==> src/hw/rtl/asia_pkg.sv <==
// Shared codes, types and format helpers for the asynchronous serial adapter.
package asia_pkg;

    // Item commands
    localparam logic [2:0] CMD_TICK          = 3'd0;
    localparam logic [2:0] CMD_WRITE_DATA    = 3'd1;
    localparam logic [2:0] CMD_READ_DATA     = 3'd2;
    localparam logic [2:0] CMD_WRITE_CONTROL = 3'd3;
    localparam logic [2:0] CMD_READ_STATUS   = 3'd4;

    // Transmit line event kinds
    localparam logic [2:0] KIND_NONE   = 3'd0;
    localparam logic [2:0] KIND_START  = 3'd1;
    localparam logic [2:0] KIND_DATA   = 3'd2;
    localparam logic [2:0] KIND_PARITY = 3'd3;
    localparam logic [2:0] KIND_STOP   = 3'd4;
    localparam logic [2:0] KIND_BREAK  = 3'd5;

    // Control byte divide select codes
    localparam logic [1:0] DIV_1            = 2'd0;
    localparam logic [1:0] DIV_16           = 2'd1;
    localparam logic [1:0] DIV_64           = 2'd2;
    localparam logic [1:0] DIV_MASTER_RESET = 2'd3;

    // Control byte transmitter control codes
    localparam logic [1:0] TXC_IRQ_ENABLE = 2'd1;
    localparam logic [1:0] TXC_RTS_HIGH   = 2'd2;
    localparam logic [1:0] TXC_BREAK      = 2'd3;

    // Tick counter masks for the divide settings
    localparam logic [5:0] MASK_DIV_1  = 6'd0;
    localparam logic [5:0] MASK_DIV_16 = 6'd15;
    localparam logic [5:0] MASK_DIV_64 = 6'd63;

    typedef enum logic [2:0] {
        RX_IDLE    = 3'd0,
        RX_START   = 3'd1,
        RX_DATA    = 3'd2,
        RX_PAR_BIT = 3'd3,
        RX_STOP    = 3'd4
    } rx_phase_t;

    typedef enum logic [1:0] {
        TX_IDLE   = 2'd0,
        TX_DATA   = 2'd1,
        TX_PARITY = 2'd2,
        TX_STOP   = 2'd3
    } tx_phase_t;

    // Top level to transmitter
    typedef struct packed {
        logic       tick;
        logic       mreset;
        logic [5:0] div_mask;
        logic [2:0] word_sel;
        logic [1:0] tx_ctl;
        logic [7:0] holding;
        logic       holding_empty;
    } tx_ctrl_t;

    // Transmitter to top level
    typedef struct packed {
        logic [2:0] kind;
        logic       line;
        logic       load;
    } tx_stat_t;

    function automatic logic has_parity(input logic [2:0] ws);
        return (ws != 3'd4) && (ws != 3'd5);
    endfunction

    function automatic logic is_even(input logic [2:0] ws);
        return (ws == 3'd0) || (ws == 3'd2) || (ws == 3'd6);
    endfunction

    function automatic logic one_stop(input logic [2:0] ws);
        return (ws >= 3'd2) && (ws != 3'd4);
    endfunction

    // Data bits complete, given the already shifted bit mask
    function automatic logic data_last(input logic [2:0] ws, input logic [7:0] m);
        return (m == 8'h00) || (!ws[2] && (m == 8'h80));
    endfunction

    // Stop bits complete, given the already shifted bit mask
    function automatic logic stop_last(input logic [2:0] ws, input logic [7:0] m);
        return (m == 8'h04) || ((m == 8'h02) && one_stop(ws));
    endfunction

endpackage

==> src/hw/rtl/async_serial_interface_adapter_core.sv <==
// Top level of the asynchronous serial adapter: bus registers, receiver, result register.
//
// Each input item is either a serial clock tick or a bus access (write data,
// read data, write control, read status), with the DCD and CTS pin levels.
// Each item gives exactly one result item: read data or status byte, the
// transmit line event of a tick, the interrupt level and the RTS pin.
// The item is processed in the cycle it is accepted and its result sits in
// the output register from the next cycle. Throughput is one item per cycle
// while results are taken. s_ready is high whenever the output register is
// empty or is being drained in the same cycle, so items can follow back to
// back. While a result waits with m_ready low, s_ready is low and the input
// stalls. A stalled result holds its value until taken. Synchronous reset
// clears the control byte, all receiver, transmitter and status state, marks
// the transmit holding register empty and drops the output valid.
// A master reset written through the control byte returns the receiver
// and transmitter to idle and clears the status flags.
module async_serial_interface_adapter_core (
    input  logic       aclk,
    input  logic       aresetn,
    input  logic       s_valid,
    output logic       s_ready,
    input  logic [2:0] s_command,
    input  logic [7:0] s_write_value,
    input  logic       s_rx_bit,
    input  logic       s_dcd_n,
    input  logic       s_cts_n,
    output logic       m_valid,
    input  logic       m_ready,
    output logic [7:0] m_read_value,
    output logic [2:0] m_tx_kind,
    output logic       m_tx_bit,
    output logic       m_irq_level,
    output logic       m_rts_n
);

    logic [7:0]          control_reg, control_next;
    logic [5:0]          div_mask_reg, div_mask_next;
    logic [5:0]          rx_count_reg, rx_count_next;
    asia_pkg::rx_phase_t rx_phase_reg, rx_phase_next;
    logic [7:0]          rx_mask_reg, rx_mask_next;
    logic [7:0]          rx_shift_reg, rx_shift_next;
    logic                rx_par_reg, rx_par_next;
    logic                rx_pe_reg, rx_pe_next;
    logic                rx_fe_reg, rx_fe_next;
    logic [7:0]          rx_holding_reg, rx_holding_next;
    logic                rdrf_reg, rdrf_next;
    logic                st_fe_reg, st_fe_next;
    logic                st_pe_reg, st_pe_next;
    logic                ovrn_reg, ovrn_next;
    logic                pending_reg, pending_next;
    logic [7:0]          tx_holding_reg, tx_holding_next;
    logic                tx_empty_reg, tx_empty_next;
    logic                irq_rx_reg, irq_rx_next;
    logic                irq_tx_reg, irq_tx_next;
    logic                prev_dcd_reg, prev_dcd_next;

    logic                out_valid_reg;
    logic [7:0]          out_read_reg;
    logic [2:0]          out_kind_reg;
    logic                out_bit_reg;
    logic                out_irq_reg;
    logic                out_rts_reg;

    logic                accept;
    logic                tick;
    logic [2:0]          word_sel;
    logic                rx_fire;
    logic [7:0]          rx_mask_shifted;
    logic                rx_expect;
    logic                rx_fe_now;
    logic [7:0]          read_value;
    logic                irq_now;
    logic                irq_after;
    asia_pkg::tx_ctrl_t  tx_ctrl;
    asia_pkg::tx_stat_t  tx_stat;

    assign s_ready  = !out_valid_reg || m_ready;
    assign accept   = s_valid && s_ready;
    assign tick     = accept && (s_command == asia_pkg::CMD_TICK);
    assign word_sel = control_reg[4:2];
    assign irq_now  = (irq_rx_reg & control_reg[7]) |
                      (irq_tx_reg & (control_reg[6:5] == asia_pkg::TXC_IRQ_ENABLE));

    // Drive the transmitter
    always_comb begin
        tx_ctrl.tick          = tick;
        tx_ctrl.mreset        = accept && (s_command == asia_pkg::CMD_WRITE_CONTROL) &&
                                (s_write_value[1:0] == asia_pkg::DIV_MASTER_RESET);
        tx_ctrl.div_mask      = div_mask_reg;
        tx_ctrl.word_sel      = word_sel;
        tx_ctrl.tx_ctl        = control_reg[6:5];
        tx_ctrl.holding       = tx_holding_reg;
        tx_ctrl.holding_empty = tx_empty_reg;
    end

    asia_tx u_tx (
        .aclk    (aclk),
        .aresetn (aresetn),
        .ctrl    (tx_ctrl),
        .stat    (tx_stat)
    );

    // Receiver and bus register updates
    always_comb begin
        control_next    = control_reg;
        div_mask_next   = div_mask_reg;
        rx_count_next   = rx_count_reg;
        rx_phase_next   = rx_phase_reg;
        rx_mask_next    = rx_mask_reg;
        rx_shift_next   = rx_shift_reg;
        rx_par_next     = rx_par_reg;
        rx_pe_next      = rx_pe_reg;
        rx_fe_next      = rx_fe_reg;
        rx_holding_next = rx_holding_reg;
        rdrf_next       = rdrf_reg;
        st_fe_next      = st_fe_reg;
        st_pe_next      = st_pe_reg;
        ovrn_next       = ovrn_reg;
        pending_next    = pending_reg;
        tx_holding_next = tx_holding_reg;
        tx_empty_next   = tx_empty_reg;
        irq_rx_next     = irq_rx_reg;
        irq_tx_next     = irq_tx_reg;
        prev_dcd_next   = prev_dcd_reg;
        read_value      = 8'h00;
        rx_fire         = ((rx_count_reg & div_mask_reg) == 6'd0);
        rx_mask_shifted = {rx_mask_reg[6:0], 1'b0};
        rx_expect       = asia_pkg::is_even(word_sel) ? rx_par_reg : ~rx_par_reg;
        rx_fe_now       = rx_fe_reg | ~s_rx_bit;

        if (accept) begin
            case (s_command)
                asia_pkg::CMD_TICK: begin
                    // Track carrier loss on every tick
                    if (!prev_dcd_reg && s_dcd_n) begin
                        irq_rx_next = 1'b1;
                    end
                    prev_dcd_next = s_dcd_n;
                    rx_count_next = rx_count_reg + 6'd1;
                    if (rx_fire) begin
                        case (rx_phase_reg)
                            asia_pkg::RX_IDLE: begin
                                if (!s_dcd_n) begin
                                    rx_phase_next = asia_pkg::RX_START;
                                end
                            end
                            asia_pkg::RX_START: begin
                                if (!s_rx_bit) begin
                                    rx_phase_next = asia_pkg::RX_DATA;
                                    rx_mask_next  = 8'h01;
                                    rx_shift_next = 8'h00;
                                    rx_par_next   = 1'b0;
                                    rx_pe_next    = 1'b0;
                                    rx_fe_next    = 1'b0;
                                end
                            end
                            asia_pkg::RX_DATA: begin
                                if (s_rx_bit) begin
                                    rx_shift_next = rx_shift_reg | rx_mask_reg;
                                    rx_par_next   = ~rx_par_reg;
                                end
                                if (asia_pkg::data_last(word_sel, rx_mask_shifted)) begin
                                    rx_mask_next  = 8'h01;
                                    rx_phase_next = asia_pkg::has_parity(word_sel) ?
                                                    asia_pkg::RX_PAR_BIT : asia_pkg::RX_STOP;
                                end else begin
                                    rx_mask_next = rx_mask_shifted;
                                end
                            end
                            asia_pkg::RX_PAR_BIT: begin
                                if (rx_expect != s_rx_bit) begin
                                    rx_pe_next = 1'b1;
                                end
                                rx_phase_next = asia_pkg::RX_STOP;
                                rx_mask_next  = 8'h01;
                            end
                            asia_pkg::RX_STOP: begin
                                rx_fe_next   = rx_fe_now;
                                rx_mask_next = rx_mask_shifted;
                                if (asia_pkg::stop_last(word_sel, rx_mask_shifted)) begin
                                    rx_phase_next = asia_pkg::RX_START;
                                    // Drop the frame on overrun
                                    if (rdrf_reg) begin
                                        pending_next = 1'b1;
                                    end else begin
                                        rdrf_next       = 1'b1;
                                        rx_holding_next = rx_shift_reg;
                                        st_fe_next      = rx_fe_now;
                                        st_pe_next      = rx_pe_reg;
                                    end
                                    irq_rx_next = 1'b1;
                                end
                            end
                            default: begin
                                rx_phase_next = rx_phase_reg;
                            end
                        endcase
                    end
                    // Take the transmit holding byte when the transmitter loads
                    if (tx_stat.load) begin
                        tx_empty_next = 1'b1;
                        irq_tx_next   = 1'b1;
                    end
                end
                asia_pkg::CMD_WRITE_DATA: begin
                    tx_holding_next = s_write_value;
                    tx_empty_next   = 1'b0;
                    irq_tx_next     = 1'b0;
                end
                asia_pkg::CMD_READ_DATA: begin
                    rdrf_next    = 1'b0;
                    irq_rx_next  = 1'b0;
                    ovrn_next    = pending_reg;
                    pending_next = 1'b0;
                    read_value   = rx_holding_reg;
                end
                asia_pkg::CMD_WRITE_CONTROL: begin
                    control_next = s_write_value;
                    unique case (s_write_value[1:0])
                        asia_pkg::DIV_1:  div_mask_next = asia_pkg::MASK_DIV_1;
                        asia_pkg::DIV_16: div_mask_next = asia_pkg::MASK_DIV_16;
                        asia_pkg::DIV_64: div_mask_next = asia_pkg::MASK_DIV_64;
                        asia_pkg::DIV_MASTER_RESET: begin
                            tx_empty_next = 1'b1;
                            rx_phase_next = asia_pkg::RX_IDLE;
                            rdrf_next     = 1'b0;
                            st_fe_next    = 1'b0;
                            st_pe_next    = 1'b0;
                            ovrn_next     = 1'b0;
                        end
                        default: div_mask_next = div_mask_reg;
                    endcase
                end
                asia_pkg::CMD_READ_STATUS: begin
                    read_value = {1'b0, st_pe_reg, ovrn_reg, st_fe_reg,
                                  s_cts_n, s_dcd_n, 1'b0, rdrf_reg};
                    if (control_reg[1:0] != asia_pkg::DIV_MASTER_RESET) begin
                        read_value[1] = tx_empty_reg & ~s_cts_n;
                        read_value[7] = irq_now;
                    end
                end
                default: begin
                    read_value = 8'h00;
                end
            endcase
        end
    end

    // Interrupt level after this item's update
    assign irq_after = (irq_rx_next & control_next[7]) |
                       (irq_tx_next & (control_next[6:5] == asia_pkg::TXC_IRQ_ENABLE));

    // Hold adapter state
    always_ff @(posedge aclk) begin
        if (!aresetn) begin
            control_reg    <= '0;
            div_mask_reg   <= '0;
            rx_count_reg   <= '0;
            rx_phase_reg   <= asia_pkg::RX_IDLE;
            rx_mask_reg    <= '0;
            rx_shift_reg   <= '0;
            rx_par_reg     <= 1'b0;
            rx_pe_reg      <= 1'b0;
            rx_fe_reg      <= 1'b0;
            rx_holding_reg <= '0;
            rdrf_reg       <= 1'b0;
            st_fe_reg      <= 1'b0;
            st_pe_reg      <= 1'b0;
            ovrn_reg       <= 1'b0;
            pending_reg    <= 1'b0;
            tx_holding_reg <= '0;
            tx_empty_reg   <= 1'b1;
            irq_rx_reg     <= 1'b0;
            irq_tx_reg     <= 1'b0;
            prev_dcd_reg   <= 1'b0;
        end else begin
            control_reg    <= control_next;
            div_mask_reg   <= div_mask_next;
            rx_count_reg   <= rx_count_next;
            rx_phase_reg   <= rx_phase_next;
            rx_mask_reg    <= rx_mask_next;
            rx_shift_reg   <= rx_shift_next;
            rx_par_reg     <= rx_par_next;
            rx_pe_reg      <= rx_pe_next;
            rx_fe_reg      <= rx_fe_next;
            rx_holding_reg <= rx_holding_next;
            rdrf_reg       <= rdrf_next;
            st_fe_reg      <= st_fe_next;
            st_pe_reg      <= st_pe_next;
            ovrn_reg       <= ovrn_next;
            pending_reg    <= pending_next;
            tx_holding_reg <= tx_holding_next;
            tx_empty_reg   <= tx_empty_next;
            irq_rx_reg     <= irq_rx_next;
            irq_tx_reg     <= irq_tx_next;
            prev_dcd_reg   <= prev_dcd_next;
        end
    end

    // Output valid: set on accept, drop when taken
    always_ff @(posedge aclk) begin
        if (!aresetn) begin
            out_valid_reg <= 1'b0;
        end else if (s_ready) begin
            out_valid_reg <= accept;
        end
    end

    // Load the result item on accept, hold it while stalled
    always_ff @(posedge aclk) begin
        if (accept) begin
            out_read_reg <= read_value;
            out_kind_reg <= tx_stat.kind;
            out_bit_reg  <= tx_stat.line;
            out_irq_reg  <= irq_after;
            out_rts_reg  <= (control_next[6:5] == asia_pkg::TXC_RTS_HIGH);
        end
    end

    assign m_valid      = out_valid_reg;
    assign m_read_value = out_read_reg;
    assign m_tx_kind    = out_kind_reg;
    assign m_tx_bit     = out_bit_reg;
    assign m_irq_level  = out_irq_reg;
    assign m_rts_n      = out_rts_reg;

endmodule

==> src/hw/rtl/asia_tx.sv <==
// Transmitter of the serial adapter: divided tick, framing and parity generation.
module asia_tx (
    input  logic              aclk,
    input  logic              aresetn,
    input  asia_pkg::tx_ctrl_t ctrl,
    output asia_pkg::tx_stat_t stat
);

    logic [5:0]          tick_count_reg, tick_count_next;
    asia_pkg::tx_phase_t phase_reg, phase_next;
    logic [7:0]          bit_mask_reg, bit_mask_next;
    logic [7:0]          shift_reg, shift_next;
    logic                parity_reg, parity_next;
    logic                fire;
    logic                data_bit;
    logic [7:0]          mask_shifted;

    // Advance the frame on divided ticks
    always_comb begin
        tick_count_next = tick_count_reg;
        phase_next      = phase_reg;
        bit_mask_next   = bit_mask_reg;
        shift_next      = shift_reg;
        parity_next     = parity_reg;
        stat            = '0;
        fire            = ((tick_count_reg & ctrl.div_mask) == 6'd0);
        data_bit        = |(shift_reg & bit_mask_reg);
        mask_shifted    = {bit_mask_reg[6:0], 1'b0};
        if (ctrl.mreset) begin
            phase_next = asia_pkg::TX_IDLE;
        end else if (ctrl.tick) begin
            tick_count_next = tick_count_reg + 6'd1;
            if (fire) begin
                unique case (phase_reg)
                    asia_pkg::TX_IDLE: begin
                        if (ctrl.tx_ctl == asia_pkg::TXC_BREAK) begin
                            stat.kind = asia_pkg::KIND_BREAK;
                        end else if (!ctrl.holding_empty) begin
                            shift_next    = ctrl.holding;
                            stat.load     = 1'b1;
                            phase_next    = asia_pkg::TX_DATA;
                            bit_mask_next = 8'h01;
                            parity_next   = 1'b0;
                            stat.kind     = asia_pkg::KIND_START;
                        end
                    end
                    asia_pkg::TX_DATA: begin
                        stat.kind   = asia_pkg::KIND_DATA;
                        stat.line   = data_bit;
                        parity_next = parity_reg ^ data_bit;
                        if (asia_pkg::data_last(ctrl.word_sel, mask_shifted)) begin
                            bit_mask_next = 8'h01;
                            phase_next    = asia_pkg::has_parity(ctrl.word_sel) ?
                                            asia_pkg::TX_PARITY : asia_pkg::TX_STOP;
                        end else begin
                            bit_mask_next = mask_shifted;
                        end
                    end
                    asia_pkg::TX_PARITY: begin
                        stat.kind     = asia_pkg::KIND_PARITY;
                        stat.line     = asia_pkg::is_even(ctrl.word_sel) ?
                                        parity_reg : ~parity_reg;
                        bit_mask_next = 8'h01;
                        phase_next    = asia_pkg::TX_STOP;
                    end
                    asia_pkg::TX_STOP: begin
                        stat.kind     = asia_pkg::KIND_STOP;
                        stat.line     = 1'b1;
                        bit_mask_next = mask_shifted;
                        if (asia_pkg::stop_last(ctrl.word_sel, mask_shifted)) begin
                            phase_next = asia_pkg::TX_IDLE;
                        end
                    end
                    default: begin
                        phase_next = asia_pkg::TX_IDLE;
                    end
                endcase
            end
        end
    end

    // Hold transmitter state
    always_ff @(posedge aclk) begin
        if (!aresetn) begin
            tick_count_reg <= '0;
            phase_reg      <= asia_pkg::TX_IDLE;
            bit_mask_reg   <= '0;
            shift_reg      <= '0;
            parity_reg     <= 1'b0;
        end else begin
            tick_count_reg <= tick_count_next;
            phase_reg      <= phase_next;
            bit_mask_reg   <= bit_mask_next;
            shift_reg      <= shift_next;
            parity_reg     <= parity_next;
        end
    end

endmodule

==> config.mk <==
export PLATFORM = sky130hd
export DESIGN_NAME = async_serial_interface_adapter_core
export DESIGN_NICKNAME = d
export VERILOG_FILES = /design/src/hw/rtl/asia_pkg.sv /design/src/hw/rtl/async_serial_interface_adapter_core.sv /design/src/hw/rtl/asia_tx.sv
export SDC_FILE = /design/constraint.sdc
export NUM_CORES = 1
export LEC_CHECK = 0
export ABC_AREA = 1
export BUFFER_PORTS_ARGS = -buffer_cell sky130_fd_sc_hd__buf_2
export CAP_MARGIN = 25
export CORE_UTILIZATION = 40
export DETAILED_ROUTE_END_ITERATION = 6
export GPL_TIMING_DRIVEN = 0
export HOLD_SLACK_MARGIN = 0.05
export SYNTH_ARGS = -nofsm -noshare
export SYNTH_HDL_FRONTEND = slang
export SYNTH_SLANG_ARGS = --single-unit
export TNS_END_PERCENT = 30
==> constraint.sdc <==
create_clock -name aclk -period 1.9 [get_ports aclk]
set_input_delay 0.19 -clock aclk [delete_from_list [all_inputs] [get_ports aclk]]
set_output_delay 0.19 -clock aclk [all_outputs]
set_load 0.005 [all_outputs]
-- Word level (Yosys, flattened, before mapping)
Cells that the tools add are included.
- register bits: 107
- latch bits: 0
- RAM bits: 0
- ROM bits: 0
- input port bits: 18
- output and inout bits: 16
- logic and storage cells: 257
- memories kept: 0
- add/subtract/negate cells: 2
- multiply operators: 0
- divide/modulo/power cells: 0
- order comparisons: 1
- equal/unequal tests: 49
- shift operators: 0
- mux-type cells: 85
- bitwise logic cells: 24
- reductions and logical operators: 64
- operators by type and width (operator ; number):
    $mux 8 ; 9
    $pmux 8 s4 ; 2
    $reduce_and 6->1 ; 8
    $mux 1 ; 42
    $pmux 8 s2 ; 2
    $mux 3 ; 8
    $ne 2x2->1 const B ; 10
    $pmux 1 s2 ; 10
    $ne 3x3->1 const B ; 6
    $pmux 6 s3 ; 1
    $eq 3x2->1 const B ; 5
    $pmux 3 s5 ; 1
    $reduce_and 5->1 ; 3
    $eq 7x1->1 const B ; 2
    $eq 7x2->1 const B ; 2
    $eq 7x7->1 const B ; 2
    $logic_not 7->1 ; 2
    $reduce_bool 2->1 ; 7
    $add 6x1->6 const B ; 2
    $and 6x6->6 ; 2
    $eq 2x2->1 const B ; 6
    $logic_not 6->1 ; 2
    $pmux 3 s4 ; 1
    $logic_and 1x1->1 ; 11
    31 further kinds ; 79

-- Depth between registers and ports, before layout
- word-level depth: 11
- depth in mapped cells: 12
- mapped depth without buffers: 12

-- By module
Synthesis repeated with hierarchy kept, for this count alone.
- cell total of the unflattened synthesis: 650
- area total of the unflattened synthesis: 4819.6 um^2
- modules (own cells, without submodules) (module ; instances ; cells each ; area each (um^2)):
    async_serial_interface_adapter_core ; 1 ; 430 ; 3430.8
    asia_tx ; 1 ; 220 ; 1388.8

-- Worst setup path before layout
Ideal clock, no wire load.
- path kind: register to register
- from: register out_valid_reg, in the netlist m_valid
- to: register out_irq_reg, in the netlist m_irq_level (data pin)
- setup time: 260 ps
- data arrival time: 1375 ps
- required time: 1640 ps
- path slack: 265 ps
- stages on the path, launching flop included: 9
- cells stage by stage: dfxtp_1 nand2_2 nand2_2 inv_1 nand3_1 nand2_1 o21ai_0 a21oi_1 o21ai_1
- cells in the longest elaborated chain, start to end: 11
- elaborated cells on any way between the ends: 17
- those cells by class: eq/ne (1); mux (7); bitwise (3); reduce/logical (6)
- ends and longest elaborated chain (item ; RTL line ; RTL):
    from (decl) ; async_serial_interface_adapter_core.sv:57 ; logic out_valid_reg;
    from (signal assigned) ; async_serial_interface_adapter_core.sv:305 ; out_valid_reg <= accept;
    $logic_not 1->1 (*) ; async_serial_interface_adapter_core.sv:77 ; assign s_ready = !out_valid_reg || m_ready;
    $logic_or 1x1->1 (*) ; async_serial_interface_adapter_core.sv:77 ;
    via s_ready ; async_serial_interface_adapter_core.sv:21 ; output logic s_ready,
    $logic_and 1x1->1 (*) ; async_serial_interface_adapter_core.sv:78 ; assign accept = s_valid && s_ready;
    via accept ; async_serial_interface_adapter_core.sv:64 ; logic accept;
    $logic_and 1x1->1, on equally long branches ; async_serial_interface_adapter_core.sv:79, async_serial_interface_adapter_core.sv:87 ;
    $mux 1 / $logic_and 1x1->1 (equally long branches) ; asia_tx.sv:31, async_serial_interface_adapter_core.sv:87 ;
    $mux 1 ; asia_tx.sv:29 ; if (ctrl.mreset) begin
    $mux 1 ; async_serial_interface_adapter_core.sv:200 ; if (tx_stat.load) begin
    $pmux 1 s2 ; async_serial_interface_adapter_core.sv:132 ; case (s_command)
    $mux 1 ; async_serial_interface_adapter_core.sv:131 ; if (accept) begin
    $and 1x1->1 ; async_serial_interface_adapter_core.sv:251 ; (irq_tx_next & (control_next[6:5] == asia_pkg::TXC_IRQ_ENABLE));
    $or 1x1->1 (*) ; async_serial_interface_adapter_core.sv:250 ; assign irq_after = (irq_rx_next & control_next[7]) |
    via irq_after ; async_serial_interface_adapter_core.sv:73 ; logic irq_after;
    to (signal assigned) ; async_serial_interface_adapter_core.sv:315 ; out_irq_reg <= irq_after;
    to (decl) ; async_serial_interface_adapter_core.sv:61 ; logic out_irq_reg;
The timed path passes the listed nets; every way through them passes the cells marked *.
A chain may end at the register's enable or synchronous reset.

-- Final worst setup path
- from: register control_reg[4]
- to: register rx_holding_reg[7]
- cells in the longest elaborated chain, start to end: 5
- elaborated cells on any way between the ends: 6
- those cells by class: order compare (1); eq/ne (1); reduce/logical (4)
- ends and longest elaborated chain (item ; RTL line ; RTL):
    from (decl) ; async_serial_interface_adapter_core.sv:36 ; logic [7:0] control_reg, control_next;
    from (signal assigned) ; async_serial_interface_adapter_core.sv:277 ; control_reg <= control_next;
    $ge 3x2->1 / $ne 3x3->1 (equally long branches) ; asia_pkg.sv:77 ; return (ws >= 3'd2) && (ws != 3'd4);
    $logic_and 1x1->1 (*) ; asia_pkg.sv:77 ;
    $logic_and 1x1->1 (*) ; asia_pkg.sv:87 ; return (m == 8'h04) || ((m == 8'h02) && one_stop(ws));
    $logic_or 1x1->1 (*) ; asia_pkg.sv:87 ;
    $reduce_and 6->1 (no source line) (*) ; - ;
    to (signal assigned) ; async_serial_interface_adapter_core.sv:286 ; rx_holding_reg <= rx_holding_next;
    to (decl) ; async_serial_interface_adapter_core.sv:45 ; logic [7:0] rx_holding_reg, rx_holding_next;
Mark *: on every way between the ends. The rest lies on a longest branch, timed or not.

==> impl_metrics.csv <==
group,metric,value,unit
floorplanning,start_util,41.0,%
run_status,status,"complete, no violations",
logic_synthesis,synth_mux_area_share,0.215,%
logic_synthesis,avgSynthCellArea,7.75,sq um
critical_path,cp_num_buf_inv,2,
placement,portBuffers,32,
logic_synthesis,yosysWarnings,0,
critical_path,crit_slowest_cell,"dfxtp_1",
critical_path,crit_chain,"nand2_1 > nand3_1 > nand4_1 > inv_1 > nand3_2 > buf_2 > o21ai_1 > a21oi_1",
route,finalWirelength,11.0,mm
logic_synthesis,yosys.area_share.adder,2.69,%
logic_synthesis,synth_compound_gate_area_share,18.3,%
cells_and_area,final_layout_size_suffix_gt1_share,14.4,%
route,ant_nets,0,
route,vias_per_cell,5.11,
cts,numClockSinks,103,
grt,track_usage,19.9,%
sta,finClkSkew,0.00965,ns
power_and_ir_drop,irDropWorstVdd,0.591,mV
grt,antenna_found_initial,0,
logic_synthesis,synth-simple-area-share,23.4,%
floorplanning,ios,34,
logic_synthesis,post_synth_num_cell_types,42,
grt,grt_max_degree,16,
floorplanning,fp.dieW,110,um
critical_path,cp_top_family,"simple AND/OR/NAND/NOR gates",
route,vias,4057,
cts,path_clk_slew,0.07,ns
cts,clk_path_buf_depth,2,
sta,hold_viol,0,
logic_synthesis,synth_seq_cells,103,
route,drcViolationCount,0,
cells_and_area,final_cells,794,
cts,root_buffer,"clkbuf_16",
cells_and_area,syn_to_final_growth,13.5,%
placement,dp.cells,776,
route,wl_per_cell,13.9,um
critical_path,critical_path.max_stage_delay,0.46,ns
sta,grt_setup_unrepaired,"false",
cts,cts_tree,"yes",
critical_path,crit_path_end_kind,"flop",
cts,clock_latency,0.35,ns
cts,ctsHoldBuffers,0,
cells_and_area,fillers,1137,
cells_and_area,num_antenna_cells,0,
cts,cts_inserted_buffers,9,
route,drtIter0Drc,251,
critical_path,startpoint_type,"flop",
power_and_ir_drop,p_leak,2.08,nW
power_and_ir_drop,powerDensity,803,nW/um^2
logic_synthesis,synth_area,4660,sq um
cells_and_area,nets,674,
placement,globalplace.congestion,0.856,
placement,dp_hpwl,8.31,mm
logic_synthesis,ys_seq_area_share,47.3,%
floorplanning,num_rows,39,
floorplanning,core,11400,sq um
cts,h-tree-depth,3,
logic_synthesis,synthCells,601,
critical_path,rrSetupSlack,0.17,ns
cells_and_area,final_cell_mix,"nor2_1 (99), dfxtp_1 (89), nand2_1 (82), inv_1 (65), o21ai_0 (61)",
logic_synthesis,yosys.area_share.xor_xnor,0.564,%
route,dr.pass1.iters,5,
logic_synthesis,syn_nets,629,
critical_path,worstPathRequired,2.14,ns
critical_path,crit_type,"flop to flop",
cells_and_area,final_core_util,46.5,%
sta,finalCritPeriodShare,91.0,%
sta,fin_crit,1.73,ns
grt,grt_pass1_wl,18.0,mm
logic_synthesis,synth_top_family_by_area,"simple AND/OR/NAND/NOR gates",
grt,grt_pass1_vias,3660,
floorplanning,die_h,110,um
run,maxCapViolations,0,
cells_and_area,layout_commonest_cell,"nor2_1",
floorplanning,design.die.area,12100,sq um
sta,worst_hold_slack,0.0896,ns
sta,fmax,579,MHz
sta,slew_viol_final,0,
sta,relSlewSlack,57.0,%
sta,finalSetupViolCount,0,
power_and_ir_drop,totalPowerFinal,0.00425,W
sta,tightest_slew,0.645,ns
grt,grt-ovfl-total,0,
hold_path,hp-class,"primary input to flop",
critical_path,crit_arrival,1.97,ns
critical_path,critPathMaxFanout,10,
-- where the power goes --
group | internal, W | total, W | switching (W)
Sequential | 0.00225 | 0.00228 | 0.0000265
Clock | 0.000871 | 0.00166 | 0.000793
Combinational | 0.0000961 | 0.000307 | 0.000211
Total | 0.00322 | 0.00425 | 0.00103
-- worst min-delay path, cell delays in order --
cell and delay (ns):
buf_2 0.09, nor2_1 0.04, nor2_1 0.08
-- cell usage after synthesis, drive strengths merged --
cell type / instances / area [sq um]
o22ai: 3 / 18.8
nand4: 8 / 50.1
or2: 1 / 6.26
edfxtp: 14 / 420
o31ai: 1 / 7.51
a31oi: 2 / 12.5
buf: 6 / 43.8
xor2: 2 / 17.5
clkbuf: 8 / 30.0
nor2: 113 / 477
mux2i: 1 / 10.0
o211ai: 5 / 37.5
a21boi: 1 / 7.51
a22o: 4 / 35.0
o21ai: 68 / 344
clkinv: 1 / 3.75
dfxtp: 89 / 1780
nor3: 7 / 40.0
nand3: 24 / 143
o21bai: 1 / 7.51
inv: 73 / 274
a211oi: 7 / 82.6
ha: 10 / 125
nand2: 89 / 357
a21oi: 58 / 290
o211a: 1 / 10.0
and3: 3 / 18.8
xnor2: 1 / 8.76
-- routing by layer --
layer  track usage (%)  part of all wire (%)  vias to the layer above  wire length, um
li1                  -                     -                     2075                -
met1              26.2                    48                     1879             5310
met2              31.6                    46                       88             5080
met3              4.21                   4.1                       15              454
met4              7.90                   1.8                        0              202
met5                 0                     0                        -                0
-- final timing paths --
check,from,depth (start not counted),end
worst max-delay path,control_reg[4],8,rx_holding_reg[7]
worst min-delay path,s_write_value[4],3,tx_holding_reg[4]
worst max register to register,control_reg[4],8,rx_holding_reg[7]
worst min register to register,rx_shift_reg[1],2,rx_shift_reg[1]
-- metrics by stage --
stage | setup WS (ns) | instance area (sq um) | TNS (ns)
global route | 0.00481 | 5290 | 0
detailed placement | -0.158 | 5000 | -0.158
finish | 0.172 | 5290 | 0
global placement | -0.110 | 5000 | -0.110
floorplan | 0.265 | 4660 | 0
CTS | 0.0935 | 5270 | 0
-- kinds of logic (layout without fill, tap and decap cells) --
kind of cell | Yosys count | in the layout
compound gates | 151 | 151
mux | 1 | 1
xor+xnor | 3 | 3
fa+ha+maj | 10 | 10
buf+inv | 88 | 138
flops | 103 | 103
simple gates | 245 | 245
-- layout make-up --
class	count	area, sq um	share of cell area (%)
tap	143	179	3.38
clock inverter	6	27.5	0.521
buffer	14	76.3	1.44
inverter	74	282	5.32
multi-input combinational	410	2120	40.0
timing repair buffer	34	175	3.31
sequential	103	2200	41.6
clock buffer	10	229	4.33
-- timing repair --
item,CTS,global route
setup buffers,1,1
endpoints found under the setup margin,1,2
resized for setup,2,4
gates cloned,0,0
pin swaps,0,1
(Power assumes the default switching activity.)
